## src/ghst_pkg.sv

```systemverilog
// ----------------------------------------------------------------------------
// ghst_pkg - shared types and constants
// Operation codes, status codes, controller states and the command
// struct that runs from the controller to the datapath.
// ----------------------------------------------------------------------------
package ghst_pkg;

	// operation codes (code 3 behaves as retrieve)
	localparam logic [1:0] FN_SPAWN    = 2'd0;
	localparam logic [1:0] FN_RETRIEVE = 2'd1;
	localparam logic [1:0] FN_REMOVE   = 2'd2;

	// result status codes
	localparam logic [2:0] ST_OK       = 3'd0;
	localparam logic [2:0] ST_FULL     = 3'd1;
	localparam logic [2:0] ST_RANGE    = 3'd2;
	localparam logic [2:0] ST_NONE     = 3'd3;
	localparam logic [2:0] ST_INACTIVE = 3'd4;
	localparam logic [2:0] ST_MISMATCH = 3'd5;

	// free-slot search: slots are grouped, first a group, then a slot in it
	localparam int GRP_W = 4;

	typedef enum logic [1:0] {
		S_IDLE,
		S_FIND,
		S_EXEC
	} state_t;

	typedef struct packed {
		logic load;  // capture the command fields
		logic find;  // group search / table read
		logic exec;  // check, update, register the result
	} cmd_t;

endpackage

```

## src/ghst_ctrl.sv

```systemverilog
// ----------------------------------------------------------------------------
// ghst_ctrl - sequencing controller
// Steps each accepted command through find and execute phases.
// ----------------------------------------------------------------------------
module ghst_ctrl (
	input  logic           clk,
	input  logic           arst_n,
	input  logic           start,
	output logic           busy,
	output ghst_pkg::cmd_t cmd
);
	import ghst_pkg::*;

	state_t state_q;
	state_t state_d;

	always_ff @(posedge clk or negedge arst_n) begin
		if (!arst_n) begin
			state_q <= S_IDLE;
		end else begin
			state_q <= state_d;
		end
	end

	always_comb begin
		state_d  = state_q;
		cmd      = '0;
		busy     = 1'b1;
		case (state_q)
			S_IDLE: begin
				busy = 1'b0;
				if (start) begin
					cmd.load = 1'b1;
					state_d  = S_FIND;
				end
			end
			S_FIND: begin
				cmd.find = 1'b1;
				state_d  = S_EXEC;
			end
			S_EXEC: begin
				cmd.exec = 1'b1;
				state_d  = S_IDLE;
			end
			default: begin
				state_d = S_IDLE;
			end
		endcase
	end

	// find is always followed by execute
	a_find_exec: assert property (@(posedge clk) disable iff (!arst_n)
		(state_q == S_FIND) |=> (state_q == S_EXEC))
		else $error("find phase not followed by execute");

	// execute only ever comes straight after find
	a_exec_after_find: assert property (@(posedge clk) disable iff (!arst_n)
		cmd.exec |-> $past(cmd.find))
		else $error("execute without preceding find");

endmodule

```

## src/ghst_dp.sv

```systemverilog
// ----------------------------------------------------------------------------
// ghst_dp - slot table datapath
// Active bits, generation/type memory, global generation counter,
// two-level free-slot search and the result register.
// ----------------------------------------------------------------------------
module ghst_dp #(
	parameter int SLOT_COUNT = 128,
	parameter int GEN_BITS   = 16
) (
	input  logic           clk,
	input  logic           arst_n,
	input  ghst_pkg::cmd_t cmd,
	input  logic [1:0]     func,
	input  logic [7:0]     slot_id,
	input  logic [15:0]    handle_generation,
	input  logic [3:0]     object_type,
	output logic           done,
	output logic [2:0]     status,
	output logic [7:0]     out_slot_id,
	output logic [15:0]    out_generation,
	output logic [3:0]     out_type
);
	import ghst_pkg::*;

	// index width kept at least one group-index bit wide
	localparam int ID_W   = ($clog2(SLOT_COUNT) < GRP_W + 1) ? GRP_W + 1
	                                                         : $clog2(SLOT_COUNT);
	localparam int PAD    = 1 << ID_W;
	localparam int GSIZE  = 1 << GRP_W;
	localparam int NGRP   = PAD >> GRP_W;
	localparam int GIDX_W = ID_W - GRP_W;

	// captured command
	logic [1:0]          func_q;
	logic [7:0]          slot_id_q;
	logic [GEN_BITS-1:0] hgen_q;
	logic [3:0]          otype_q;

	logic [SLOT_COUNT-1:0] active_q;
	logic [GEN_BITS-1:0]   gen_ctr_q;

	logic [GEN_BITS-1:0] gen_mem [0:SLOT_COUNT-1];
	logic [3:0]          type_mem [0:SLOT_COUNT-1];
	logic [GEN_BITS-1:0] rd_gen_q;
	logic [3:0]          rd_type_q;

	logic [GIDX_W-1:0] grp_q;
	logic              free_q;

	logic [PAD-1:0]    occ;
	logic [NGRP-1:0]   grp_full;
	logic [GIDX_W-1:0] grp_sel;
	logic              grp_any;
	logic [GSIZE-1:0]  grp_bits;
	logic [GRP_W-1:0]  bit_sel;
	logic [ID_W-1:0]   free_slot;
	logic [ID_W-1:0]   idx;
	logic [31:0]       hgen32;

	// result of the execute phase
	logic [2:0]          res_status;
	logic [7:0]          res_id;
	logic [GEN_BITS-1:0] res_gen;
	logic [3:0]          res_type;
	logic                do_spawn;
	logic                do_remove;
	logic                in_range;
	logic                matched;
	logic [31:0]         res_gen32;

	// padding slots past the table read as occupied
	genvar gi;
	generate
		for (gi = 0; gi < PAD; gi++) begin : g_occ
			if (gi < SLOT_COUNT) begin : g_real
				assign occ[gi] = active_q[gi];
			end else begin : g_pad
				assign occ[gi] = 1'b1;
			end
		end
		for (gi = 0; gi < NGRP; gi++) begin : g_full
			assign grp_full[gi] = &occ[gi*GSIZE +: GSIZE];
		end
	endgenerate

	// lowest group with a free slot
	always_comb begin
		grp_sel = '0;
		grp_any = 1'b0;
		for (int g = NGRP - 1; g >= 0; g--) begin
			if (!grp_full[g]) begin
				grp_sel = GIDX_W'(g);
				grp_any = 1'b1;
			end
		end
	end

	// lowest free slot inside the chosen group
	always_comb begin
		grp_bits = occ[grp_q*GSIZE +: GSIZE];
		bit_sel  = '0;
		for (int b = GSIZE - 1; b >= 0; b--) begin
			if (!grp_bits[b]) begin
				bit_sel = GRP_W'(b);
			end
		end
	end

	assign free_slot = {grp_q, bit_sel};
	assign idx       = slot_id_q[ID_W-1:0];
	assign hgen32    = 32'(handle_generation);

	// checks and result
	always_comb begin
		in_range   = (slot_id_q < 8'(SLOT_COUNT));
		matched    = (rd_gen_q == hgen_q) && (rd_type_q == otype_q);
		do_spawn   = 1'b0;
		do_remove  = 1'b0;
		res_status = ST_OK;
		res_id     = '0;
		res_gen    = '0;
		res_type   = '0;
		if (func_q == FN_SPAWN) begin
			if (free_q) begin
				do_spawn = 1'b1;
				res_id   = 8'(free_slot);
				res_gen  = gen_ctr_q;
				res_type = otype_q;
			end else begin
				res_status = ST_FULL;
			end
		end else if (func_q == FN_REMOVE && otype_q == 4'd0) begin
			res_status = ST_NONE;
		end else if (!in_range) begin
			res_status = ST_RANGE;
		end else if (!occ[idx]) begin
			res_status = ST_INACTIVE;
		end else if (!matched) begin
			res_status = ST_MISMATCH;
		end else begin
			do_remove = (func_q == FN_REMOVE);
			res_id    = slot_id_q;
			res_gen   = rd_gen_q;
			res_type  = rd_type_q;
		end
		res_gen32 = 32'(res_gen);
	end

	always_ff @(posedge clk) begin
		if (cmd.load) begin
			func_q    <= func;
			slot_id_q <= slot_id;
			hgen_q    <= hgen32[GEN_BITS-1:0];
			otype_q   <= object_type;
		end
		if (cmd.find) begin
			grp_q  <= grp_sel;
			free_q <= grp_any;
		end
		if (cmd.exec) begin
			status         <= res_status;
			out_slot_id    <= res_id;
			out_generation <= res_gen32[15:0];
			out_type       <= res_type;
		end
	end

	// generation / type store; stale entries are masked by the active bit
	always_ff @(posedge clk) begin
		if (cmd.find) begin
			rd_gen_q  <= gen_mem[idx];
			rd_type_q <= type_mem[idx];
		end
		if (cmd.exec && do_spawn) begin
			gen_mem[free_slot]  <= gen_ctr_q;
			type_mem[free_slot] <= otype_q;
		end
	end

	always_ff @(posedge clk or negedge arst_n) begin
		if (!arst_n) begin
			active_q  <= '0;
			gen_ctr_q <= '0;
			done      <= 1'b0;
		end else begin
			done <= cmd.exec;
			if (cmd.exec && do_spawn) begin
				active_q[free_slot] <= 1'b1;
			end
			if (cmd.exec && do_remove) begin
				active_q[idx] <= 1'b0;
				gen_ctr_q     <= gen_ctr_q + GEN_BITS'(1);
			end
		end
	end

endmodule

```

## src/generational_handle_slot_table.sv

```systemverilog
// ----------------------------------------------------------------------------
// generational_handle_slot_table - handle slot table
// Hands out handles (slot, generation, type); checks and frees them.
// ----------------------------------------------------------------------------
//
//  channel   | ports                                         | transfer when
//  ----------+-----------------------------------------------+----------------
//  command   | func, slot_id, handle_generation, object_type | start & !busy
//  result    | status, out_slot_id, out_generation, out_type | done
//
// Sequence: each command runs from transfer to the next transfer through
//   the accept cycle, a find phase (lowest group with a free slot, table
//   read at slot_id) and an execute phase (slot pick in the group, checks,
//   table update). The result is on the ports with done in the cycle after
//   execute, when busy is already low again.
// Reset: arst_n clears every active bit, the generation counter and the
//   controller; no clearing pass is needed, stored generation/type of a
//   free slot is never observed.
// Stalls: the receiver cannot stall; done is high for exactly one cycle.
// ----------------------------------------------------------------------------
module generational_handle_slot_table #(
	parameter int SLOT_COUNT = 128,
	parameter int GEN_BITS   = 16
) (
	input  logic        clk,
	input  logic        arst_n,
	// command side
	input  logic        start,
	output logic        busy,
	input  logic [1:0]  func,
	input  logic [7:0]  slot_id,
	input  logic [15:0] handle_generation,
	input  logic [3:0]  object_type,
	// result side
	output logic        done,
	output logic [2:0]  status,
	output logic [7:0]  out_slot_id,
	output logic [15:0] out_generation,
	output logic [3:0]  out_type
);
	import ghst_pkg::*;

	cmd_t cmd;

	// controller: IDLE -> FIND -> EXEC
	ghst_ctrl u_ctrl (
		.clk    (clk),
		.arst_n (arst_n),
		.start  (start),
		.busy   (busy),
		.cmd    (cmd)
	);

	// datapath: active bits, generation/type store, counter, result register
	ghst_dp #(
		.SLOT_COUNT (SLOT_COUNT),
		.GEN_BITS   (GEN_BITS)
	) u_dp (
		.clk               (clk),
		.arst_n            (arst_n),
		.cmd               (cmd),
		.func              (func),
		.slot_id           (slot_id),
		.handle_generation (handle_generation),
		.object_type       (object_type),
		.done              (done),
		.status            (status),
		.out_slot_id       (out_slot_id),
		.out_generation    (out_generation),
		.out_type          (out_type)
	);

	// a transfer in makes the block busy next cycle
	a_busy_after_start: assert property (@(posedge clk) disable iff (!arst_n)
		(start && !busy) |=> busy)
		else $error("command transfer did not raise busy");

	// a result appears only as the block comes out of busy
	a_done_ends_busy: assert property (@(posedge clk) disable iff (!arst_n)
		done |-> (!busy && $past(busy)))
		else $error("result outside end of command");

	// failed commands return an all-zero handle
	a_fail_zero: assert property (@(posedge clk) disable iff (!arst_n)
		(done && status != ST_OK) |->
			(out_slot_id == 8'd0 && out_generation == 16'd0 && out_type == 4'd0))
		else $error("non-zero handle on failure");

endmodule
```

## config.mk

```make
export PLATFORM = sky130hd
export DESIGN_NAME = generational_handle_slot_table
export DESIGN_NICKNAME = d
export VERILOG_FILES = /design/src/ghst_pkg.sv /design/src/ghst_ctrl.sv /design/src/ghst_dp.sv /design/src/generational_handle_slot_table.sv
export SDC_FILE = /design/constraint.sdc
export NUM_CORES = 2
export LEC_CHECK = 0
export BUFFER_PORTS_ARGS = -buffer_cell sky130_fd_sc_hd__buf_2
export CORE_UTILIZATION = 45
export CTS_BUF_LIST = sky130_fd_sc_hd__clkbuf_4 sky130_fd_sc_hd__clkbuf_8
export DETAILED_ROUTE_END_ITERATION = 6
export REMOVE_ABC_BUFFERS = 1
export SETUP_SLACK_MARGIN = 0.1
export SLEW_MARGIN = 5
export SYNTH_ARGS = -nofsm -noshare
export SYNTH_HDL_FRONTEND = slang
export SYNTH_SLANG_ARGS = --single-unit
export TNS_END_PERCENT = 50
```

## constraint.sdc

```tcl
create_clock -name clk -period 13.55 [get_ports clk]
set_clock_uncertainty 0.2 [all_clocks]
set_input_delay 2.71 -clock clk [delete_from_list [all_inputs] [get_ports clk]]
set_output_delay 2.71 -clock clk [all_outputs]
set_load 0.03 [all_outputs]
```

==> metrics <==
count of cell types in the netlist 86; vias in the first global route 60,580; Hold Path Class register to register; Synth Flop Type edfxtp_1; max-cap violations 0; DP Worst Slack 6.922 ns; number of flops mapped to enable cells by yosys 2,645; critical path capture point type register; setup ws final 6.795 ns; Area growth, synth to finish 13.49%; CTS Root Cell clkbuf_8; worst-path maximum fanout 23; initial antenna violation count 27; Worst EP required 14.04 ns; RSZ-0062 raised after global routing false; Core Rows 176; drt first pass iters 7; Buffers on Ports 65; Layout Cells excl Fill 9,681; VDD IR-drop max 78.63 uV; global-route wire length before repair 501.8 mm; CTS tree yes; Post-Place Cells 8,850; HPWL after DPL 222.9 mm; DR vias/cell 6.591; post-synthesis sequential area ratio 79.30%; Chip Height 484.6 um; post-CTS setup buffers 0; status completed; Final min period 6.755 ns; gr ovfl total 0; Power Dens Cells 149.1 mW/mm^2; clock slew at reported path FFs 0.06 ns; Max clock buf depth 4; DRC 0; Leakage Power 0.03542 uW; Core Region 0.2308 mm^2; worst-margin pin slew 1.276 ns; Sink Count 2,792; count of final setup violators 0; cts hold-fix bufs 0; routed wire length 367.6 mm; Post-Syn Area 0.1048 mm^2; DR iter-0 viols 9,338; Hold Slack 0.3026 ns; number of gates resized after CTS 0; Final Wtd Congestion 1.029; largest net degree at the start of global routing 93; maximum clock rate 148.0 MHz; worst relative slew slack 12.74%; Mapped Cells 5,877; Global Route Usage Sum 30.82%; final instance area 0.1189 mm^2; Reg-to-Reg Start u_dp.grp_q[0]; Num CTS Buffers 453; clock latency on the worst-skew pair 1.17 ns; total vias in the final route 63,810; Post-DP Area 0.1102 mm^2; Mean Syn Cell Area 17.83 um^2; IO Pins 66; Die W 484.6 um; fin util 51.54%; max-slew violation count 0; FF+latch count, synth 2,792; ys async rst share 5.265%; fin crit share 49.85%; wire length per cell 37.97 um; startpoint types register; Final Hold Viols 0; CP startpoint u_dp.grp_q[0]; share of cells above drive strength 1 19.75%; critical path class register to register; Post-DRT Antenna Nets 0; YS warnings 0; # H-tree levels 5; crit path DAT 7.25 ns; initial core utilization 45.41%; Die Footprint 0.2348 mm^2; nets 6,313; Hold Path Origin u_ctrl.state_q[1]
==> per-stage QoR <==
stage	TNS [ns]	power (uW)
2_1_floorplan	-204.65	10280
3_3_place_gp	0	10790
3_5_place_dp	0	10800
4_1_cts	0	17790
5_1_grt	0	18200
6_report	0	17730
==> sequential cells by signal (all words and copies together) (netlist names) <==
name and count:
u_dp.out_generation 16, u_dp.type_mem 512, u_dp.grp_q 3, u_dp.done 1, u_dp.active_q 128, u_dp.rd_type_q 4, u_dp.free_q 1, u_dp.hgen_q 16
u_dp.otype_q 4, u_ctrl.state_q 2, u_dp.status 3, u_dp.rd_gen_q 16, u_dp.gen_ctr_q 16, u_dp.out_type 4, u_dp.slot_id_q 8, u_dp.func_q 2
u_dp.gen_mem 2048, u_dp.out_slot_id 8
==> area by class of cell <==
type,instances,area (um^2)
multi-input combinational,2657,20440
clock buffer,596,7371
sequential,2792,83160
inverter,12,45.04
clock inverter,217,1323
antenna,18,45.04
tap,3026,3786
fill,18650,111800
timing repair buffer,363,2769
==> logic make-up (layout without fill, tap and decap cells) <==
logic type / count (synthesis) / after routing / share of synthesized area [%]
mux: 84 / 84 / 1.377
xor+xnor: 35 / 35 / 0.2925
fa+ha+maj: 1 / 1 / 0.01194
buf+inv: 428 / 1188 / 1.877
flops: 2792 / 2792 / 79.30
other cells: 1 / 19 / 0.003578
compound gates: 1893 / 1893 / 13.61
simple gates: 643 / 643 / 3.530
==> layer usage <==
layer	share of wire, %	track usage (%)	vias up	wire (um)
met5	0.028	0	-	103
met4	5.0	14.20	14	18240
met3	10	6.558	624	36910
met2	45	45.82	3929	163800
met1	40	43.53	33390	148500
li1	-	-	25850	-
==> report_power, final <==
group / switching, uW / internal [uW]
sequential: 56.8 / 9390
combinational: 870 / 328
clock: 3290 / 3790
total: 4220 / 13500
==> synth_stat cells, types with 108 or more instances <==
cell type | instances | area, um^2
a21oi_1 | 141 | 705.7
nor2_1 | 108 | 405.4
a22oi_1 | 831 | 6238
edfxtp_1 | 2645 | 79430
a31oi_1 | 234 | 1464
a22o_1 | 254 | 2225
a221oi_1 | 244 | 2137
clkbuf_1 | 160 | 600.6
dfrtp_1 | 147 | 3679
buf_2 | 150 | 750.7
nand4_1 | 175 | 1095
==> cells in the final DEF (no fill, tap or decap), types with 47 or more instances in the layout <==
cell	n
a21oi_1	141
a221oi_1	243
a22o_1	254
a22oi_1	831
a2bb2oi_1	57
a31oi_1	232
buf_2	64
buf_4	282
clkbuf_4	133
clkbuf_8	463
clkinv_1	135
clkinv_2	56
dfrtp_1	131
edfxtp_1	2645
mux4_2	47
nand2_1	73
nand3_1	63
nand4_1	175
nor2_2	67
==> worst max-delay path, cell delays in order (launching register included) <==
cell and delay, ns:
edfxtp_1 0.96, buf_4 0.58, mux4_2 0.60, mux2_2 0.32
o2111ai_4 0.52, o31ai_4 0.13, buf_4 0.25, a21oi_4 0.63
nand2_2 0.60, buf_4 0.46, nor3_4 0.98
==> final timing paths <==
kind,end,slack [ns],cells after the start
worst max-delay path,u_dp.gen_mem[102][2],6.80,10
worst min-delay path,u_ctrl.state_q[1],0.30,1
worst max register to register,u_dp.gen_mem[102][2],6.80,10
worst min register to register,u_ctrl.state_q[1],0.30,1
max in group asynchronous,u_dp.gen_ctr_q[7],9.99,2
min in group asynchronous,u_dp.active_q[29],1.46,1
(Power assumes the default switching activity.)
